File: config.mk
export PLATFORM = sky130hd
export DESIGN_NAME = sslcd_out_flat
export DESIGN_NICKNAME = d
export VERILOG_FILES = /design/src/rtl/core/sslcd_pkg.sv /design/src/rtl/core/sslcd_frm_if.sv /design/src/rtl/core/sslcd_out.sv /design/src/flat_wrapper.sv
export SDC_FILE = /design/constraint.sdc
export NUM_CORES = 1
export LEC_CHECK = 0
export ABC_AREA = 1
export BUFFER_PORTS_ARGS = -buffer_cell sky130_fd_sc_hd__buf_2
export CAP_MARGIN = 20
export CORE_MARGIN = 2
export CORE_UTILIZATION = 39
export CTS_BUF_LIST = sky130_fd_sc_hd__clkbuf_4
export CTS_CLUSTER_DIAMETER = 30
export DETAILED_ROUTE_END_ITERATION = 7
export GPL_TIMING_DRIVEN = 0
export PLACE_DENSITY = 0.8
export SYNTH_ARGS = -nofsm -noshare
export SYNTH_HDL_FRONTEND = slang
export SYNTH_SLANG_ARGS = --single-unit
export TNS_END_PERCENT = 1
File: constraint.sdc
create_clock -name clk -period 1.95 [get_ports clk]
set_clock_uncertainty 0.1 [all_clocks]
set_input_delay 0.39 -clock clk [delete_from_list [all_inputs] [get_ports clk]]
set_output_delay 0.39 -clock clk [all_outputs]
set_load 0.05 [all_outputs]
File: src/rtl/core/sslcd_pkg.sv
package sslcd_pkg;

	// Request codes
	localparam logic [1:0] OP_DISPLAY = 2'd0;
	localparam logic [1:0] OP_FILL    = 2'd1;
	localparam logic [1:0] OP_COMMAND = 2'd2;

	// Frame mode fields
	localparam logic [2:0] MODE_CMD   = 3'h4;
	localparam logic [2:0] MODE_WRITE = 3'h5;

	// Field widths
	localparam int NUMBER_W = 20;
	localparam int BYTE_W   = 8;
	localparam int ADDR_W   = 6;
	localparam int FRAME_W  = 17;
	localparam int FLEN_W   = 5;
	localparam int IDX_W    = 3;

	localparam logic [FLEN_W-1:0] FLEN_WRITE = 5'd17;
	localparam logic [FLEN_W-1:0] FLEN_CMD   = 5'd11;

	localparam logic [NUMBER_W-1:0] NUMBER_MAX = 20'd999999;

	// Reciprocal of ten: n / 10 == (n * DIV10_MUL) >> DIV10_SHIFT for 20-bit n
	localparam logic [NUMBER_W-1:0] DIV10_MUL   = 20'd838861;
	localparam int                  DIV10_SHIFT = 23;

	localparam int DIGIT_COUNT_DEF = 6;

	// One frame as handed from the sequencer to the output stage
	typedef struct packed {
		logic              wr;
		logic [IDX_W-1:0]  idx;
		logic [BYTE_W-1:0] data;
		logic              last;
	} frame_desc_t;

	// Seven-segment pattern for one decimal digit
	function automatic logic [BYTE_W-1:0] seg_lookup(input logic [3:0] digit);
		logic [BYTE_W-1:0] seg;
		unique case (digit)
			4'd0: seg = 8'h7D;
			4'd1: seg = 8'h60;
			4'd2: seg = 8'h3E;
			4'd3: seg = 8'h7A;
			4'd4: seg = 8'h63;
			4'd5: seg = 8'h5B;
			4'd6: seg = 8'h5F;
			4'd7: seg = 8'h70;
			4'd8: seg = 8'h7F;
			4'd9: seg = 8'h7B;
			default: seg = 8'h00;
		endcase
		return seg;
	endfunction

endpackage

File: src/rtl/core/sslcd_frm_if.sv
interface sslcd_frm_if;
	logic                              valid;
	logic                              ready;
	logic                              is_write;
	logic [sslcd_pkg::ADDR_W-1:0]      nibble_address;
	logic [sslcd_pkg::BYTE_W-1:0]      data_byte;
	logic [sslcd_pkg::FRAME_W-1:0]     frame_bits;
	logic [sslcd_pkg::FLEN_W-1:0]      frame_length;
	logic                              last;

	modport source (
		output valid, is_write, nibble_address, data_byte, frame_bits, frame_length, last,
		input  ready
	);
	modport sink (
		input  valid, is_write, nibble_address, data_byte, frame_bits, frame_length, last,
		output ready
	);
endinterface

File: src/rtl/core/sslcd_out.sv
module sslcd_out (
	input  logic                   clk,
	input  logic                   arst_n,
	input  logic                   desc_valid,
	output logic                   desc_ready,
	input  sslcd_pkg::frame_desc_t desc,
	sslcd_frm_if.source            frm
);

	logic                              valid_q;
	logic                              wr_q;
	logic [sslcd_pkg::ADDR_W-1:0]      addr_q;
	logic [sslcd_pkg::BYTE_W-1:0]      data_q;
	logic [sslcd_pkg::FRAME_W-1:0]     bits_q;
	logic [sslcd_pkg::FLEN_W-1:0]      len_q;
	logic                              last_q;

	logic                              load;
	logic [sslcd_pkg::ADDR_W-1:0]      nib_addr;

	assign desc_ready = !valid_q || frm.ready;
	assign load       = desc_valid && desc_ready;
	assign nib_addr   = {2'b00, desc.idx, 1'b0};

	// Hold the result until it is taken
	always_ff @(posedge clk or negedge arst_n) begin
		if (!arst_n) begin
			valid_q <= 1'b0;
		end else if (desc_ready) begin
			valid_q <= desc_valid;
		end
	end

	// Format the frame into the result register
	always_ff @(posedge clk) begin
		if (load) begin
			wr_q   <= desc.wr;
			data_q <= desc.data;
			last_q <= desc.last;
			if (desc.wr) begin
				addr_q <= nib_addr;
				bits_q <= {sslcd_pkg::MODE_WRITE, nib_addr, desc.data};
				len_q  <= sslcd_pkg::FLEN_WRITE;
			end else begin
				addr_q <= '0;
				bits_q <= {6'b0, sslcd_pkg::MODE_CMD, desc.data};
				len_q  <= sslcd_pkg::FLEN_CMD;
			end
		end
	end

	assign frm.valid          = valid_q;
	assign frm.is_write       = wr_q;
	assign frm.nibble_address = addr_q;
	assign frm.data_byte      = data_q;
	assign frm.frame_bits     = bits_q;
	assign frm.frame_length   = len_q;
	assign frm.last           = last_q;

endmodule

File: src/flat_wrapper.sv
// flat-port wrapper written by rule: the top's interface ports become plain ports
module sslcd_out_flat 
  (clk, arst_n, desc_valid, desc_ready, desc, frm_valid, frm_is_write, frm_nibble_address, frm_data_byte, frm_frame_bits, frm_frame_length, frm_last, frm_ready);
  sslcd_frm_if frm_i ();
  input  logic clk;
  input  logic arst_n;
  input  logic desc_valid;
  output logic desc_ready;
  input  sslcd_pkg::frame_desc_t desc;
  output wire logic [$bits(frm_i.valid)-1:0] frm_valid;
  output wire logic [$bits(frm_i.is_write)-1:0] frm_is_write;
  output wire logic [$bits(frm_i.nibble_address)-1:0] frm_nibble_address;
  output wire logic [$bits(frm_i.data_byte)-1:0] frm_data_byte;
  output wire logic [$bits(frm_i.frame_bits)-1:0] frm_frame_bits;
  output wire logic [$bits(frm_i.frame_length)-1:0] frm_frame_length;
  output wire logic [$bits(frm_i.last)-1:0] frm_last;
  input wire logic [$bits(frm_i.ready)-1:0] frm_ready;
  assign frm_valid = frm_i.valid;
  assign frm_is_write = frm_i.is_write;
  assign frm_nibble_address = frm_i.nibble_address;
  assign frm_data_byte = frm_i.data_byte;
  assign frm_frame_bits = frm_i.frame_bits;
  assign frm_frame_length = frm_i.frame_length;
  assign frm_last = frm_i.last;
  assign frm_i.ready = frm_ready;
  sslcd_out u_core (.clk(clk), .arst_n(arst_n), .desc_valid(desc_valid), .desc_ready(desc_ready), .desc(desc), .frm(frm_i));
endmodule
## Word level (Yosys, flattened, before mapping)

Index checks and enable logic that the tools add are counted.

| cells by class | value |
|---|---|
| mux-type cells | 2 |
| reductions and logical operators | 3 |

Operator list:

| kind | number |
|---|---|
| $mux W17 | 1 |
| $mux W5 | 1 |
| $logic_and A1 B1 Y1 | 1 |
| $logic_not A1 Y1 | 1 |
| $logic_or A1 B1 Y1 | 1 |

| word-level totals | value |
|---|---|
| bits in registers | 39 |
| input port bits | 17 |
| logic and storage cells | 14 |

## Logic depth before layout (Yosys ltp)

Gate-level depths: netlist (run 1).

| logic depth | value |
|---|---|
| depth in word-level cells | 3 |
| gate-level depth with buffers | 3 |
| depth with buffers taken out | 3 |

## Worst setup path after synthesis (run 1)

Ideal clock, no wire load.

| path | value |
|---|---|
| kind | register -> register |
| start point | reg u_core.valid_q, in the netlist u_core.frm.valid |
| end point | reg u_core.data_q, in the netlist u_core.frm.data_byte[0] (enable) |
| setup time | 0.392 ns |
| arrival time | 1.438 ns |
| data required time | 1.458 ns |
| path slack | 0.020 ns |
| stages on the path, launching flop included | 2 |
| buffers on the path | 0 |
| cell sequence | dfrtp_1 > a21oi_1 |

| between the ends | value |
|---|---|
| word-level cells in the longest chain between the ends | 3 |

RTL lines:

| what | RTL line | source |
|---|---|---|
| start: declaration | sslcd_out.sv:10 | `logic valid_q;` |
| start signal: assignment | sslcd_out.sv:30 | `valid_q <= desc_valid;` |
| $logic_not A1 Y1 | sslcd_out.sv:21 | `assign desc_ready = !valid_q \|\| frm.ready;` |
| $logic_or A1 B1 Y1 | sslcd_out.sv:21 |  |
| $logic_and A1 B1 Y1 | sslcd_out.sv:22 | `assign load = desc_valid && desc_ready;` |
| named net u_core.load | sslcd_out.sv:18 | `logic load;` |
| end signal: assignment | sslcd_out.sv:38 | `data_q <= desc.data;` |
| end: declaration | sslcd_out.sv:13 | `logic [sslcd_pkg::BYTE_W-1:0] data_q;` |

The timed path passes the listed nets, and every way through them passes these cells.
A chain may end at the register's enable or synchronous reset.

==> results.py, run 1 <==
metrics = {
    "worst_hold_path": {
        "hold_path_class": "in -> reg",
        "holdPathStages": 1,
        "hold_path_end": "u_core.frm.data_byte[6]",
        "holdCritStartpoint": "desc[7]",
    },
    "critical_path": {
        "crit_type": "reg -> out",
        "cp-end-kind": "output port",
        "reg2regPathDepth": 2,
        "start_kind": "register",
        "critPathMaxFanout": 4,
        "slowest_stage": "edfxtp_1",
        "crit_family": "flip-flops",
        "cp.required_ps": 1460,
        "critPathMaxStageDelay_ps": 430,
        "crit_chain": "buf_4 > buf_2",
        "timing.rr.end": "u_core.frm.data_byte[3]",
        "arrival_ps": 1060,
        "r2r-start": "u_core.frm.valid",
        "rrSetupSlack_ps": 450,
        "cp_num_buf_inv": 2,
    },
    "power": {
        "pwr_density_cell_nw_per_um2": 821,
        "p_total_mw": 0.859,
        "leakage_nw": 0.567,
        "irDropWorstVdd_mv": 0.373,
    },
    "finish": {
        "n_antenna_cell": 0,
        "layout.cells.non_filler": 139,
        "final_cell_mix": "buf_2 (47), buf_4 (24), edfxtp_1 (15)",
        "final_common_cell": "buf_2",
        "areaGrowthSynthToFinish_pct": 48.2,
        "post-route-util_pct": 61.2,
        "drive_gt1_share_pct": 65.8,
        "fin_nets": 132,
        "fill_cells": 148,
    },
    "clocking": {
        "clk_pin_slew_ps": 90,
        "h-tree-depth": 1,
        "post_cts_buffers": 0,
        "clk_path_buf_depth": 2,
        "cts_tree": "done",
        "cts_root_buffer": "clkbuf_4",
        "cts_sinks": 16,
        "worstSkewPairLatency_ps": 270,
        "cts_buffers": 3,
    },
    "grt": {
        "grt_pass1_wl_mm": 1.58,
        "antenna_found_initial": 0,
        "track_usage_pct": 11.3,
        "overflow": 0,
        "grt_pass1_vias": 411,
        "grt_max_degree": 12,
    },
    "route": {
        "drtIter0Drc": 3,
        "ant_nets": 0,
        "drc": 0,
        "routed_via_density": 3.53,
        "first_pass_iters": 2,
        "post_drt_wl_per_cell_um": 8.57,
        "wl_mm": 1.19,
        "vias": 490,
    },
    "sta": {
        "min_period_over_period_pct": 79.4,
        "setup_slack_ps": 403,
        "holdWs_ps": 186,
        "max_freq_mhz": 646,
        "slew_violations": 0,
        "final_hold_viol_count": 0,
        "grt_setup_unrepaired": "no",
        "fin_crit_ps": 1550,
        "setup_viol": 0,
    },
    "logic_synthesis": {
        "avgSynthCellArea_um2": 13.1,
        "yosysSeqAreaShare_pct": 67.4,
        "synth_cell_type_count": 7,
        "synthTopCellsByArea": "edfxtp_1 (64%), buf_4 (24%), dfrtp_1 (3.5%), inv_1 (3.2%), nand2_1 (3.2%)",
        "synth.top_cell.area_share_pct": 63.8,
        "synth_seq_cells": 16,
        "yosys_warnings": 0,
        "syn-cell-area_um2": 706,
        "syn_inst": 54,
        "yosysTopAreaCell": "edfxtp_1",
    },
    "floorplan": {
        "die_area_um2": 2170,
        "core_area_um2": 1710,
        "die_y_um": 46.5,
        "rows": 15,
        "ioPinCount": 57,
        "die_w_um": 46.5,
        "start_util_pct": 41.3,
    },
    "run_status": {
        "status": "completed",
    },
    "placement": {
        "placed_cells": 134,
        "dp_hpwl_mm": 1.03,
        "pre_cts_ws_ps": 328,
        "gp_congestion": 0.570,
        "io_buffer_count": 47,
    },
    "job": {
        "cap_violations": 0,
    },
}
## state kept, by name (all words and copies together), names as in the netlist
| signal | count |
|---|---|
| u_core.frm.valid | 1 |
| u_core.frm.data_byte | 7 |
| u_core.frm.frame_length | 1 |
| u_core.frm.nibble_address | 1 |
| u_core.frm.frame_bits | 5 |
| u_core.frm.last | 1 |
## cells in the mapped netlist
cell / number
dfrtp_1: 1
buf_4: 23
nand2_1: 6
a21oi_1: 1
inv_1: 6
conb_1: 2
edfxtp_1: 15
## how the worst max path moves through the flow
stage / from / endpoint / slack, ps / depth (start not counted)
after detailed placement: frm_ready / u_core.frm.frame_bits[9] / 330 / 4
after global placement: desc_valid / u_core.frm.frame_bits[11] / -30 / 3
after CTS: u_core.frm.frame_bits[14] / frm_frame_bits[16] / 380 / 2
after floorplan: u_core.frm.valid / u_core.frm.data_byte[0] / 20 / 1
final: u_core.frm.frame_bits[14] / frm_frame_bits[16] / 400 / 2
after global routing: u_core.frm.frame_bits[14] / frm_frame_bits[14] / 350 / 2
## cell type report
class | instances | area, µm² | area share [%]
well taps | 25 | 31.3 | 2.99
plain buffers | 23 | 173 | 16.5
clock buffers | 4 | 30.0 | 2.87
flip-flops and latches | 16 | 475 | 45.5
inverters | 6 | 22.5 | 2.15
multi-input cells | 16 | 61.3 | 5.86
repair buffers | 49 | 253 | 24.2
## per-layer routing
metal  vias up  part of all wire [%]  track usage, %
met5         -                     0               0
met4         0                     0            10.3
met3         0                   8.2            4.31
met2        27                    57            19.7
met1       206                    34            9.73
li1        257                     -               -
## power breakdown
| group | internal (mW) | switching, mW |
|---|---|---|
| clock | 0.0931 | 0.0934 |
| sequential | 0.399 | 0.00782 |
| combinational | 0.0692 | 0.197 |
## worst reg2reg max path, cell delays in order (launching register included)
cell and delay, ps:
dfrtp_1 400, a21oi_1 420, buf_4 290
## cell families (layout without fill, tap and decap cells)
logic type      after synthesis  count (layout)  share of synthesized area [%]
other cells                   2               9                           1.06
compound gates                1               1                          0.709
simple gates                  6               6                           3.19
buf+inv                      29              82                           27.7
flops                        16              16                           67.4
## through the flow
step                      cell area, µm²  TNS (ps)
final                               1050         0
after global routing                1050         0
after CTS                           1050         0
after detailed placement            1010         0
after global placement               998      -512
after floorplan                      732         0
## repair_timing
| action | in CTS | in global routing |
|---|---|---|
| endpoints found under the hold margin | 1 | 0 |
| hold buffers | 1 | 0 |
| setup endpoints to repair | 0 | 0 |
| resized for setup | 0 | 0 |
No activity file was read; power rests on OpenSTA's default activity.
==> run 2, diff against run 1 <==
clock period = 1.45 ns   (was 1.95 ns; I/O delays follow)
==> run 2 against run 1 <==
Critical endpoint is now frm_frame_bits[3]. Largest power group unchanged. Final cell count down 0.72%. Flip-flop and latch count unchanged. Via count up 2.0%. First-iteration DRC count up 33%.
==> results.py, run 2 (synthesis gave the netlist of run 1 again) <==
metrics = {
    "grt": {
        "grt_pass1_vias": 414,
        "overflow": 0,
        "grt_max_degree": 16,
        "track_usage_pct": 11.5,
        "grt_pass1_wl_mm": 1.66,
        "antenna_found_initial": 0,
    },
    "route": {
        "post_drt_wl_per_cell_um": 9.02,
        "ant_nets": 0,
        "first_pass_iters": 2,
        "vias": 500,
        "drtIter0Drc": 4,
        "drc": 0,
        "routed_via_density": 3.62,
        "wl_mm": 1.25,
    },
    "finish": {
        "drive_gt1_share_pct": 66.4,
        "fin_nets": 131,
        "largest_reg_flops": 7,
        "areaGrowthSynthToFinish_pct": 52.7,
        "n_antenna_cell": 0,
        "final_cell_mix": "buf_2 (40), buf_4 (26), edfxtp_1 (15)",
        "final_common_cell": "buf_2",
    },
    "critical_path": {
        "crit_family": "flip-flops",
        "cp-end-kind": "output port",
        "crit_chain": "buf_4 > buf_2",
        "cp_num_buf_inv": 2,
        "slowest_stage": "edfxtp_1",
        "start_kind": "register",
        "cp.required_ps": 1060,
        "crit_type": "reg -> out",
        "critPathMaxStageDelay_ps": 400,
        "critPathMaxFanout": 2,
        "arrival_ps": 1020,
    },
    "sta": {
        "final_hold_viol_count": 0,
        "fin_crit_ps": 1410,
        "setup_tns_ps": 0,
        "holdWs_ps": 77.6,
        "setup_viol": 0,
        "grt_setup_unrepaired": "yes",
        "max_freq_mhz": 707,
        "setup_slack_ps": 36.0,
        "min_period_over_period_pct": 97.5,
        "slew_violations": 0,
        "slew_headroom_pct": 66.7,
        "worstMarginPinSlew_ps": 498,
    },
    "floorplan": {
        "rows": 15,
        "ioPinCount": 57,
        "core_area_um2": 1710,
        "start_util_pct": 41.3,
        "die_w_um": 46.5,
        "die_area_um2": 2170,
        "die_y_um": 46.5,
    },
    "clocking": {
        "clk_path_buf_depth": 2,
        "cts_sinks": 16,
        "cts_buffers": 3,
        "cts_root_buffer": "clkbuf_4",
        "clk_pin_slew_ps": 90,
        "worstSkewPairLatency_ps": 280,
        "cts_tree": "done",
        "h-tree-depth": 1,
    },
    "run_status": {
        "status": "completed",
    },
    "power": {
        "irDropWorstVdd_mv": 0.519,
        "pwr_density_cell_nw_per_um2": 1070,
        "leakage_nw": 0.571,
    },
    "placement": {
        "gp_congestion": 0.586,
        "pre_cts_ws_ps": 104,
        "io_buffer_count": 47,
        "dp_hpwl_mm": 1.02,
    },
    "worst_hold_path": {
        "hold_path_class": "in -> reg",
    },
    "job": {
        "cap_violations": 0,
    },
}
[run 2: stage by stage]
| stage | std cells | area, µm² | power (mW) | util (%) |
|---|---|---|---|---|
| final | 138 | 1080 | 1.15 | 63.1 |
| after global routing | 138 | 1080 | 1.20 | 63.1 |
| after CTS | 138 | 1070 | 1.16 | 62.6 |
| after detailed placement | 133 | 1010 | 0.918 | 59.3 |
| after global placement | 133 | 1010 | 0.910 | 59.3 |
| after floorplan | 61 | 746 | 0.847 | - |
[run 2: layout make-up]
cell class / count / area (µm²)
fillers: 145 / 631
flip-flops and latches: 16 / 475
repair buffers: 48 / 274
plain buffers: 23 / 173
multi-input cells: 16 / 75.1
well taps: 25 / 31.3
clock buffers: 3 / 22.5
inverters: 6 / 22.5
clock inverters: 1 / 3.75
[run 2: path summary, 6_finish.rpt]
| check | endpoint | slack (ps) | from | cells after the start |
|---|---|---|---|---|
| min reg2reg | u_core.frm.valid | 510 | u_core.frm.valid | 2 |
| min in group asynchronous | u_core.frm.valid | 210 | arst_n | 2 |
| min | u_core.frm.frame_bits[7] | 80 | desc[8] | 1 |
| max reg2reg | u_core.frm.frame_bits[9] | 80 | u_core.frm.valid | 1 |
| max in group asynchronous | u_core.frm.valid | 960 | arst_n | 2 |
| max | frm_frame_bits[3] | 40 | u_core.frm.data_byte[3] | 2 |
[run 2: per-layer routing]
metal	part of all wire, %	up-vias	GRT usage, %
met2	61	25	21.1
met3	5.8	0	2.35
met4	0	0	6.86
met1	33	218	11.6
met5	0	-	0
li1	-	257	-
[run 2: power by group]
group	internal [mW]	switching [mW]	total, mW	leakage, nW
combinational	0.102	0.267	0.369	0.402
clock	0.0997	0.135	0.235	0.0154
sequential	0.536	0.0125	0.549	0.154
[run 2: repair_timing]
item                                    4_1_cts  5_1_grt
hold endpoints to repair                      1        0
cloned                                        0        0
endpoints found under the setup margin        4        6
resized for setup                             7        4
buffers inserted                              0        0
pin swaps                                     0        0
hold buffers                                  1        0
==> run 3, diff against run 2 <==
BUFFER_PORTS_ARGS = not set   (was -buffer_cell sky130_fd_sc_hd__buf_2)
CORE_AREA = 2 2 39 41   (was not set)
CORE_MARGIN = not set   (was 2)
CORE_UTILIZATION = not set   (was 39)
DIE_AREA = 0 0 41 43   (was not set)
DONT_BUFFER_PORTS = 1   (was not set)
PLACE_DENSITY = 0.68   (was 0.8)
TNS_END_PERCENT = not set   (was 1)
==> run 3 against run 2 <==
The run now ends with negative setup slack left. Utilization is 8.5 points higher. Final area is 8.0% lower. Maximum frequency is 15% lower. Setup slack worse by 240 ps. Non-clock buffer count is 35 lower. First-iteration DRC count is 100% lower. Power is 0.46% lower. Combinational power is 31% lower. Flip-flop and latch count stayed put. Global-route usage is 1.7 points higher. Largest power group unchanged.
==> results.py, run 3 (synthesis gave the netlist of run 1 again) <==
metrics = {
    "clocking": {
        "cts_root_buffer": "clkbuf_4",
        "clk_path_buf_depth": 2,
        "cts_tree": "done",
        "h-tree-depth": 1,
        "cts_sinks": 16,
        "cts_buffers": 3,
        "clk_pin_slew_ps": 90,
        "worstSkewPairLatency_ps": 270,
    },
    "finish": {
        "drive_gt1_share_pct": 41.0,
        "largest_reg_flops": 7,
        "fill_cells": 103,
        "final_common_cell": "edfxtp_1",
        "finalInstanceArea_um2": 991,
        "regArea_um2": 479,
        "fin_nets": 96,
        "areaGrowthSynthToFinish_pct": 40.4,
        "multiInputGateArea_um2": 88.8,
        "final_cell_mix": "edfxtp_1 (15), buf_6 (14), buf_4 (11), dlygate4sd3_1 (11), conb_1 (9)",
        "n_antenna_cell": 0,
    },
    "placement": {
        "gp_congestion": 0.542,
        "postPlaceCellArea_um2": 767,
        "io_buffer_count": 0,
    },
    "grt": {
        "grt_pass1_wl_mm": 1.47,
        "track_usage_pct": 13.2,
        "grt_busiest_layer": "met2",
        "met1_usage_pct": 10.4,
        "antenna_found_initial": 0,
        "grt_pass1_vias": 349,
        "overflow": 0,
        "met3_usage_pct": 4.71,
        "grt_max_degree": 10,
        "met2_usage_pct": 24.1,
    },
    "worst_hold_path": {
        "holdPathStages": 1,
        "hold_path_class": "in -> reg",
    },
    "route": {
        "wl_mm": 1.15,
        "vias": 397,
        "routed_via_density": 4.22,
        "drc": 0,
        "ant_nets": 0,
        "drtIter0Drc": 0,
        "post_drt_wl_per_cell_um": 12.2,
        "first_pass_iters": 1,
    },
    "floorplan": {
        "start_util_pct": 51.0,
        "core_area_um2": 1380,
        "die_y_um": 43,
        "die_area_um2": 1760,
        "die_w_um": 41,
        "ioPinCount": 57,
        "rows": 14,
    },
    "sta": {
        "max_freq_mhz": 604,
        "fin_crit_ps": 1660,
        "setup_slack_ps": -206,
        "min_period_over_period_pct": 114,
        "slew_violations": 0,
        "worstMarginPinSlew_ps": 605,
        "grt_setup_unrepaired": "yes",
        "final_hold_viol_count": 0,
        "slew_headroom_pct": 59.7,
        "setup_viol": 14,
        "holdWs_ps": 50.5,
    },
    "critical_path": {
        "arrival_ps": 1270,
        "cp_num_buf_inv": 1,
        "slowest_stage": "edfxtp_1",
        "crit_chain": "buf_6",
        "cp-end-kind": "output port",
        "critPathMaxStageDelay_ps": 740,
        "start_kind": "register",
        "critPathMaxFanout": 4,
        "reg2regPathDepth": 2,
        "crit_family": "flip-flops",
        "crit_type": "reg -> out",
        "cp.required_ps": 1060,
        "path_depth": 1,
    },
    "run_status": {
        "status": "finished, violations left",
        "violations": "negative setup slack",
    },
    "power": {
        "pwr_density_cell_nw_per_um2": 1160,
        "irDropWorstVdd_mv": 0.719,
        "p_total_mw": 1.15,
        "leakage_nw": 0.450,
    },
    "job": {
        "cap_violations": 0,
    },
}
==> run 3: repair_timing <==
item / CTS / global route
endpoints found under the hold margin: 6 / 5
pin swaps: 1 / 0
hold buffers: 6 / 5
resized for setup: 15 / 2
endpoints found under the setup margin: 30 / 15
buffers inserted: 2 / 0
==> run 3: power breakdown <==
group          internal, mW  switching (mW)
clock                 0.125           0.121
combinational        0.0860           0.167
sequential            0.539           0.109
==> run 3: final timing paths <==
check                                          start                          to  slack [ps]
max                        u_core.frm.frame_bits[14]         frm_frame_length[4]        -210
min                                         desc[12]  u_core.frm.frame_length[3]          50
max reg2reg                         u_core.frm.valid     u_core.frm.data_byte[5]          90
min reg2reg                         u_core.frm.valid            u_core.frm.valid         700
max in group asynchronous                     arst_n            u_core.frm.valid        1010
min in group asynchronous                     arst_n            u_core.frm.valid         120
==> run 3: stage by stage <==
| stage | utilization, % | setup WS (ps) | setup TNS (ps) | instances |
|---|---|---|---|---|
| global route | 71.6 | -250 | -2450 | 94 |
| global placement | 55.4 | 8.42 | 0 | 77 |
| detailed placement | 55.4 | -9.57 | -141 | 77 |
| CTS | 67.2 | -203 | -2040 | 89 |
| floorplan | - | 108 | 0 | 61 |
| finish | 71.6 | -206 | -1880 | 94 |
==> run 3: area by class of cell <==
cell class | instances | share of cell area, %
Multi-Input combinational cell | 16 | 8.96
Buffer | 23 | 22.7
Timing Repair Buffer | 13 | 12.6
Tap cell | 16 | 2.02
Inverter | 6 | 2.27
Clock buffer | 4 | 3.03
Sequential cell | 16 | 48.4
==> run 3: layer usage <==
| metal | wire length (µm) | vias up |
|---|---|---|
| li1 | - | 187 |
| met1 | 317 | 183 |
| met2 | 703 | 25 |
| met3 | 116 | 2 |
| met4 | 10 | 0 |
| met5 | 0 | - |
